--- config.mk ---
export PLATFORM = sky130hd
export DESIGN_NAME = deadline_timer_manager
export DESIGN_NICKNAME = d
export VERILOG_FILES = /design/src/dtm_pkg.sv /design/src/dtm_slot_ram.sv /design/src/deadline_timer_manager.sv
export SDC_FILE = /design/constraint.sdc
export NUM_CORES = 1
export LEC_CHECK = 0
export BUFFER_PORTS_ARGS = -buffer_cell sky130_fd_sc_hd__buf_2
export CAP_MARGIN = 20
export CORE_AREA = 4 4 250 301
export DETAILED_ROUTE_END_ITERATION = 12
export DIE_AREA = 0 0 254 305
export PLACE_DENSITY = 0.82
export SYNTH_ARGS = -nofsm -noshare
export SYNTH_HDL_FRONTEND = slang
export SYNTH_SLANG_ARGS = --single-unit
--- constraint.sdc ---
create_clock -name i_clk -period 8.3 [get_ports i_clk]
set_input_delay 0.83 -clock i_clk [delete_from_list [all_inputs] [get_ports i_clk]]
set_output_delay 0.83 -clock i_clk [all_outputs]
set_load 0.05 [all_outputs]
--- src/dtm_pkg.sv ---
// Package for the deadline timer manager: command and result codes,
// slot table entry type, sequencer states and shared constants.
// No dependencies.
package dtm_pkg;

    localparam int DEFAULT_SLOTS = 16;

    localparam int TIME_W  = 48;
    localparam int SLOT_W  = 4;
    localparam int SECS_W  = 16;
    localparam int WAIT_W  = 32;
    localparam int CODE_W  = 2;
    localparam int MSEC_W  = 10;
    localparam int PROD_W  = SECS_W + MSEC_W;

    localparam logic [MSEC_W-1:0] MSEC_PER_SEC = MSEC_W'(1000);

    localparam logic [CODE_W-1:0] CMD_ARM    = 2'd0;
    localparam logic [CODE_W-1:0] CMD_DISARM = 2'd1;
    localparam logic [CODE_W-1:0] CMD_EXPIRE = 2'd2;

    localparam logic [CODE_W-1:0] KIND_ACK     = 2'd0;
    localparam logic [CODE_W-1:0] KIND_EXPIRED = 2'd1;
    localparam logic [CODE_W-1:0] KIND_WAIT    = 2'd2;

    localparam logic [WAIT_W-1:0] WAIT_NONE = '1;
    localparam logic [WAIT_W-1:0] WAIT_MAX  = {1'b0, {(WAIT_W-1){1'b1}}};

    typedef struct packed {
        logic              armed;
        logic [TIME_W-1:0] deadline;
    } t_slot_entry;

    typedef enum logic [2:0] {
        S_CLEAR,
        S_IDLE,
        S_WRITE,
        S_ACK,
        S_SCAN,
        S_DRAIN,
        S_DECIDE
    } t_state;

endpackage

--- src/dtm_slot_ram.sv ---
// Slot table storage: one write port, one read port with registered data.
// Depends on dtm_pkg for the entry type.
module dtm_slot_ram #(
    parameter int DEPTH = dtm_pkg::DEFAULT_SLOTS,
    parameter int AW    = $clog2(DEPTH)
) (
    input  logic                 i_clk,
    input  logic                 i_we,
    input  logic [AW-1:0]        i_waddr,
    input  dtm_pkg::t_slot_entry i_wdata,
    input  logic [AW-1:0]        i_raddr,
    output dtm_pkg::t_slot_entry o_rdata
);

    dtm_pkg::t_slot_entry r_mem [DEPTH];
    dtm_pkg::t_slot_entry r_rdata;

    always_ff @(posedge i_clk) begin
        if (i_we) begin
            r_mem[i_waddr] <= i_wdata;
        end
        r_rdata <= r_mem[i_raddr];
    end

    assign o_rdata = r_rdata;

endmodule

--- src/deadline_timer_manager.sv ---
// Deadline timer manager top level: command sequencer, minimum scan and
// output register. Depends on dtm_pkg and dtm_slot_ram.
//
// After reset the block sweeps the slot table to clear every armed flag,
// one slot per cycle, so s_tready stays low until the sweep ends. Arm,
// disarm and unused commands go through a write state, then an acknowledge
// state that loads the acknowledgement into the output register. An expire
// check scans the slot table through a single read port and one
// subtract-compare unit; a check that expires k slots runs k + 1 scans,
// one result beat per scan. The block takes one command at a time; a
// stalled output port holds the sequencer.
module deadline_timer_manager #(
    parameter int SLOTS = dtm_pkg::DEFAULT_SLOTS
) (
    input  logic        i_clk,
    input  logic        i_rst_n,
    input  logic        i_s_tvalid,
    output logic        o_s_tready,
    input  logic [71:0] i_s_tdata,   // timer_slot[3:0], seconds[19:4], now_msec[67:20]
    input  logic [1:0]  i_s_tuser,   // command[1:0]
    output logic        o_m_tvalid,
    input  logic        i_m_tready,
    output logic [39:0] o_m_tdata,   // expired_slot[3:0], wait_msec[35:4]
    output logic [1:0]  o_m_tuser,   // kind[1:0]
    output logic        o_m_tlast
);

    localparam int SW = (SLOTS > 1) ? $clog2(SLOTS) : 1;
    localparam logic [SW-1:0] LAST_IDX = SW'(SLOTS - 1);
    localparam int TW = dtm_pkg::TIME_W;
    localparam int WW = dtm_pkg::WAIT_W;

    dtm_pkg::t_state r_state, n_state;

    logic [SW-1:0]                 r_idx, n_idx;
    logic [dtm_pkg::CODE_W-1:0]    r_cmd;
    logic [SW-1:0]                 r_slot;
    logic                          r_in_range;
    logic [TW-1:0]                 r_now;
    logic [dtm_pkg::PROD_W-1:0]    r_prod;

    logic                          r_rd_vld;
    logic [SW-1:0]                 r_rd_idx;
    logic                          r_best_vld;
    logic [SW-1:0]                 r_best_idx;
    logic signed [TW-1:0]          r_best_d;

    logic                          r_out_valid;
    logic [dtm_pkg::CODE_W-1:0]    r_out_kind;
    logic [dtm_pkg::SLOT_W-1:0]    r_out_slot;
    logic [WW-1:0]                 r_out_wait;
    logic                          r_out_last;

    logic                          s_accept;
    logic                          out_free;
    logic                          emit;
    logic [dtm_pkg::CODE_W-1:0]    emit_kind;
    logic [dtm_pkg::SLOT_W-1:0]    emit_slot;
    logic [WW-1:0]                 emit_wait;
    logic                          emit_last;

    logic                          wr_en;
    logic [SW-1:0]                 wr_addr;
    dtm_pkg::t_slot_entry          wr_data;
    dtm_pkg::t_slot_entry          rd_data;

    logic signed [TW-1:0]          cur_d;
    logic                          best_due;
    logic                          scan_start;

    dtm_slot_ram #(
        .DEPTH (SLOTS),
        .AW    (SW)
    ) u_slot_ram (
        .i_clk   (i_clk),
        .i_we    (wr_en),
        .i_waddr (wr_addr),
        .i_wdata (wr_data),
        .i_raddr (r_idx),
        .o_rdata (rd_data)
    );

    assign s_accept   = i_s_tvalid && o_s_tready;
    assign out_free   = !r_out_valid || i_m_tready;
    assign cur_d      = $signed(rd_data.deadline - r_now);
    assign best_due   = r_best_d[TW-1] || (r_best_d == '0);
    assign scan_start = (r_state == dtm_pkg::S_SCAN) && (r_idx == '0);

    always_comb begin
        n_state = r_state;
        case (r_state)
            dtm_pkg::S_CLEAR: begin
                if (r_idx == LAST_IDX) n_state = dtm_pkg::S_IDLE;
            end
            dtm_pkg::S_IDLE: begin
                if (i_s_tvalid) begin
                    if (i_s_tuser == dtm_pkg::CMD_EXPIRE) n_state = dtm_pkg::S_SCAN;
                    else                                  n_state = dtm_pkg::S_WRITE;
                end
            end
            dtm_pkg::S_WRITE: n_state = dtm_pkg::S_ACK;
            dtm_pkg::S_ACK: begin
                if (out_free) n_state = dtm_pkg::S_IDLE;
            end
            dtm_pkg::S_SCAN: begin
                if (r_idx == LAST_IDX) n_state = dtm_pkg::S_DRAIN;
            end
            dtm_pkg::S_DRAIN: n_state = dtm_pkg::S_DECIDE;
            dtm_pkg::S_DECIDE: begin
                if (out_free) begin
                    if (r_best_vld && best_due) n_state = dtm_pkg::S_SCAN;
                    else                        n_state = dtm_pkg::S_IDLE;
                end
            end
            default: n_state = dtm_pkg::S_IDLE;
        endcase
    end

    always_comb begin
        o_s_tready       = 1'b0;
        n_idx            = r_idx;
        wr_en            = 1'b0;
        wr_addr          = r_idx;
        wr_data.armed    = 1'b0;
        wr_data.deadline = '0;
        emit             = 1'b0;
        emit_kind        = dtm_pkg::KIND_ACK;
        emit_slot        = '0;
        emit_wait        = '0;
        emit_last        = 1'b1;
        case (r_state)
            dtm_pkg::S_CLEAR: begin
                wr_en = 1'b1;
                n_idx = (r_idx == LAST_IDX) ? '0 : r_idx + 1'b1;
            end
            dtm_pkg::S_IDLE: begin
                o_s_tready = 1'b1;
            end
            dtm_pkg::S_WRITE: begin
                wr_en = r_in_range &&
                        ((r_cmd == dtm_pkg::CMD_ARM) || (r_cmd == dtm_pkg::CMD_DISARM));
                wr_addr          = r_slot;
                wr_data.armed    = (r_cmd == dtm_pkg::CMD_ARM);
                wr_data.deadline = r_now + TW'(r_prod);
            end
            dtm_pkg::S_ACK: begin
                emit = out_free;
            end
            dtm_pkg::S_SCAN: begin
                n_idx = (r_idx == LAST_IDX) ? '0 : r_idx + 1'b1;
            end
            dtm_pkg::S_DRAIN: begin
            end
            dtm_pkg::S_DECIDE: begin
                emit      = out_free;
                emit_kind = dtm_pkg::KIND_WAIT;
                if (!r_best_vld) begin
                    emit_wait = dtm_pkg::WAIT_NONE;
                end else if (best_due) begin
                    wr_en     = out_free;
                    wr_addr   = r_best_idx;
                    emit_kind = dtm_pkg::KIND_EXPIRED;
                    emit_slot = dtm_pkg::SLOT_W'(r_best_idx);
                    emit_last = 1'b0;
                end else if (r_best_d[TW-1:WW-1] != '0) begin
                    emit_wait = dtm_pkg::WAIT_MAX;
                end else begin
                    emit_wait = WW'(r_best_d);
                end
            end
            default: begin
            end
        endcase
    end

    always_ff @(posedge i_clk) begin
        if (!i_rst_n) begin
            r_state     <= dtm_pkg::S_CLEAR;
            r_idx       <= '0;
            r_rd_vld    <= 1'b0;
            r_best_vld  <= 1'b0;
            r_out_valid <= 1'b0;
        end else begin
            r_state  <= n_state;
            r_idx    <= n_idx;
            r_rd_vld <= (r_state == dtm_pkg::S_SCAN);
            if (scan_start) begin
                r_best_vld <= 1'b0;
            end else if (r_rd_vld && rd_data.armed && (!r_best_vld || cur_d < r_best_d)) begin
                r_best_vld <= 1'b1;
            end
            if (emit)          r_out_valid <= 1'b1;
            else if (i_m_tready) r_out_valid <= 1'b0;
        end
    end

    always_ff @(posedge i_clk) begin
        r_rd_idx <= r_idx;
        if (s_accept) begin
            r_cmd      <= i_s_tuser;
            r_slot     <= SW'(i_s_tdata[3:0]);
            r_in_range <= (32'(i_s_tdata[3:0]) < 32'(SLOTS));
            r_now      <= i_s_tdata[67:20];
            r_prod     <= dtm_pkg::PROD_W'(i_s_tdata[19:4]) *
                          dtm_pkg::PROD_W'(dtm_pkg::MSEC_PER_SEC);
        end
        if (!scan_start && r_rd_vld && rd_data.armed && (!r_best_vld || cur_d < r_best_d)) begin
            r_best_idx <= r_rd_idx;
            r_best_d   <= cur_d;
        end
        if (emit) begin
            r_out_kind <= emit_kind;
            r_out_slot <= emit_slot;
            r_out_wait <= emit_wait;
            r_out_last <= emit_last;
        end
    end

    assign o_m_tvalid = r_out_valid;
    assign o_m_tdata  = {4'b0, r_out_wait, r_out_slot};
    assign o_m_tuser  = r_out_kind;
    assign o_m_tlast  = r_out_last;

endmodule

==> qor.txt <==
Setup crit start kind: flip-flop
Buffers on Ports: 114
dpl cell area: 46400 um2
gpl congestion: 0.940
Synth area leaders: edfxtp_1 64%, mux4_2 12%, ha_1 4.8%
Final ANT Viol Nets: 0
vias per inst: 6.70
final period utilization: 75.1%
Post-CTS Hold Fix Bufs: 0
per-cell routed wire length: 28.9 um
Synth Instances: 2538
pin count of the biggest net entering global routing: 154
Min-Delay Path Class: input port to flip-flop
R2R Setup Slk: 2.07 ns
clock power share: 28.5%
most frequent cell after synthesis: edfxtp_1
I/O pins: 123
Worst-Skew Late Latency: 0.65 ns
net switching fraction of the power: 30.1%
Final Non-Filler Cells: 3707
fin crit period: 6.23 ns
Avg Inst Size Synth: 17.6 um2
GRT Residual Overflow: 0
dpl cells: 3530
Yosys top cell area share: 64.1%
Pins Over Slew Limit: 0
# DRC: 0
endpoints failing setup: 0
CTS Root Cell: clkbuf_16
die height: 305 um
critical path type: flip-flop to flip-flop
Data arrival, critical path: 6.57 ns
worst ir drop on vdd: 0.234 mV
register area: 29900 um2
Post-synth EDFFs: 952
Initial Util: 61.8%
CTS tree: built
Post-CTS Resized: 0
via count: 24800
Total Power: 0.0155 W
share of layout cells above drive strength 1: 20.9%
Slew headroom: 25.3%
Final nets: 3002
WP data required: 8.63 ns
leakage: 18.0 nW
cell taking the most area after synthesis: edfxtp_1
iteration count of the initial detailed-routing pass: 6
CTS H-tree lvls: 3
aggregate global-route resource usage: 27.7%
Initial DRC Count: 2765
vias in the first global route: 25400
Comb pwr share: 28.5%
post-DP HPWL: 61800 um
Yosys cell types: 78
sequential share of the synthesized area: 66.9%
Bufs on Longest Clock Path: 3
core area: 72200 um2
area growth from synthesis to layout: 11.3%
Commonest cells post-synth: 952 x edfxtp_1, 245 x mux4_2, 172 x ha_1, 143 x inv_1, 114 x nor2_1
Post-Route WL: 107000 um
power share of the sequential group: 43.0%
Yosys reg bits: 1015
final hold violation count: 0
Worst setup EP type: flip-flop
Setup Total Neg Slack: 0 ns
CTS Buf Count: 92
row count: 108
Highest Clock Rate: 160 MHz
Die ar.: 77500 um2
Pint: 0.0108 W
clk sinks: 1015
Setup Buffers After CTS: 0
Filler cells: 4338
clk slew on worst S/H paths: 0.07 ns
Ys Warns: 0
NetSw: 0.00466 W
die width: 254 um
multi-input logic area: 14000 um2
Slew @ Worst Pin: 1.09 ns
Synth Flop Type: edfxtp_1
Pwr per Cell Area: 312 nW/um2
unrepaired setup endpoints after global routing: no
skew final: 0.0312 ns
FFs w/ async S/R, synth: 0%
Post-Syn Area: 44600 um2
Fin Hold WS: 0.356 ns
first-pass GRT wire length: 159000 um
final non-filler cell area: 49600 um2
status: finished, final reports clean
antenna violations before repair: 1
Max Fanout on Critical Path: 26
max_cap viols: 0
cell usage in the layout, fill, tap and decap left out, drive strengths merged, types with 45 or more instances in the layout:
cell type  count
mux4         245
fa            56
ha           172
a21oi         89
xnor2         73
o21a          45
a21o          66
nand2         60
o21ai         60
nor2         114
clkbuf       115
dfxtp         63
inv          149
edfxtp       952
buf          152
layout make-up:
type | count | area share (%)
antenna | 1 | 0.00504
clock buffer | 115 | 4.96
clock inverter | 54 | 1.33
inverter | 144 | 1.09
multi-input combinational | 1291 | 28.2
sequential | 1015 | 60.2
tap | 935 | 2.36
timing repair buffer | 152 | 1.90
path summary, 6_finish.rpt:
path | cells after the start | to | from
worst min register to register | 0 | r_best_idx[0]$_DFFE_PP_ | r_rd_idx[0]$_DFF_P_
worst max register to register | 24 | r_best_d[22]$_DFFE_PP_ | r_now[0]$_DFFE_PP_
worst max-delay path | 24 | r_best_d[22]$_DFFE_PP_ | r_now[0]$_DFFE_PP_
worst min-delay path | 1 | r_now[29]$_DFFE_PP_ | i_s_tdata[49]
metrics by stage:
stage | setup WS (ns) | utilization (%)
final | 2.07 | 68.8
after global routing | 1.83 | 68.8
after CTS | 1.74 | 68.6
after detailed placement | 1.91 | 64.3
after global placement | 2.14 | 64.3
after floorplan | 1.31 | -
worst max-delay path, stage by stage (launching register included):
cell      delay [ns]
edfxtp_1        0.42
ha_1            0.21
inv_1           0.06
fa_1            0.43
a211oi_1        0.35
o21ai_1         0.23
o211a_1         0.29
o21ai_1         0.25
a31oi_1         0.21
o21ai_0         0.54
nor2b_1         0.14
o21a_1          0.20
nor2_1          0.12
xnor2_1         0.17
ha_1            0.30
nor2b_1         0.15
o21ai_0         0.18
nand2b_1        0.08
a21oi_1         0.15
nor2b_1         0.07
o21ai_0         0.21
nand4_1         0.18
a31oi_4         0.42
buf_12          0.26
buf_4           0.31
state kept, by name (all words and copies together), names as in the netlist, 3 cells and up:
name and flops:
r_out_wait 32, u_slot_ram.o_rdata 49, r_prod 23, r_best_idx 4
r_out_slot 4, r_state 3, r_best_d 48, r_now 48
r_idx 4, u_slot_ram.r_mem 784, r_slot 4, r_rd_idx 4
routing by layer:
layer | vias up | share of wire [%] | GRT usage [%]
li1 | 10300 | - | -
met1 | 12700 | 37 | 37.8
met2 | 1533 | 50 | 46.0
met3 | 248 | 8.7 | 4.18
met4 | 0 | 3.9 | 10.6
met5 | - | 0 | 0
power by group through the flow:
| stage | Clock, W | Sequential [W] | Combinational [W] |
|---|---|---|---|
| final | 0.00441 | 0.00665 | 0.00441 |
| after global routing | 0.00467 | 0.00668 | 0.00479 |
| after CTS | 0.00444 | 0.00664 | 0.00437 |
| after detailed placement | 0 | 0.00672 | 0.00428 |
| after global placement | 0 | 0.00668 | 0.00412 |
| after floorplan | 0 | 0.00658 | 0.00321 |
cells by family after synthesis:
family	count (synthesis)	synth area share, %
DFF	1015	66.9
muxes	247	12.4
buffers and inverters	235	2.02
AOI/OAI and AO/OA	354	5.33
xor gates and xnor gates	101	1.98
other	1	0.00841
and+or+nand+nor	357	3.98
adders and majority gates	228	7.34
Note: power is estimated with default switching activity, not from simulation.
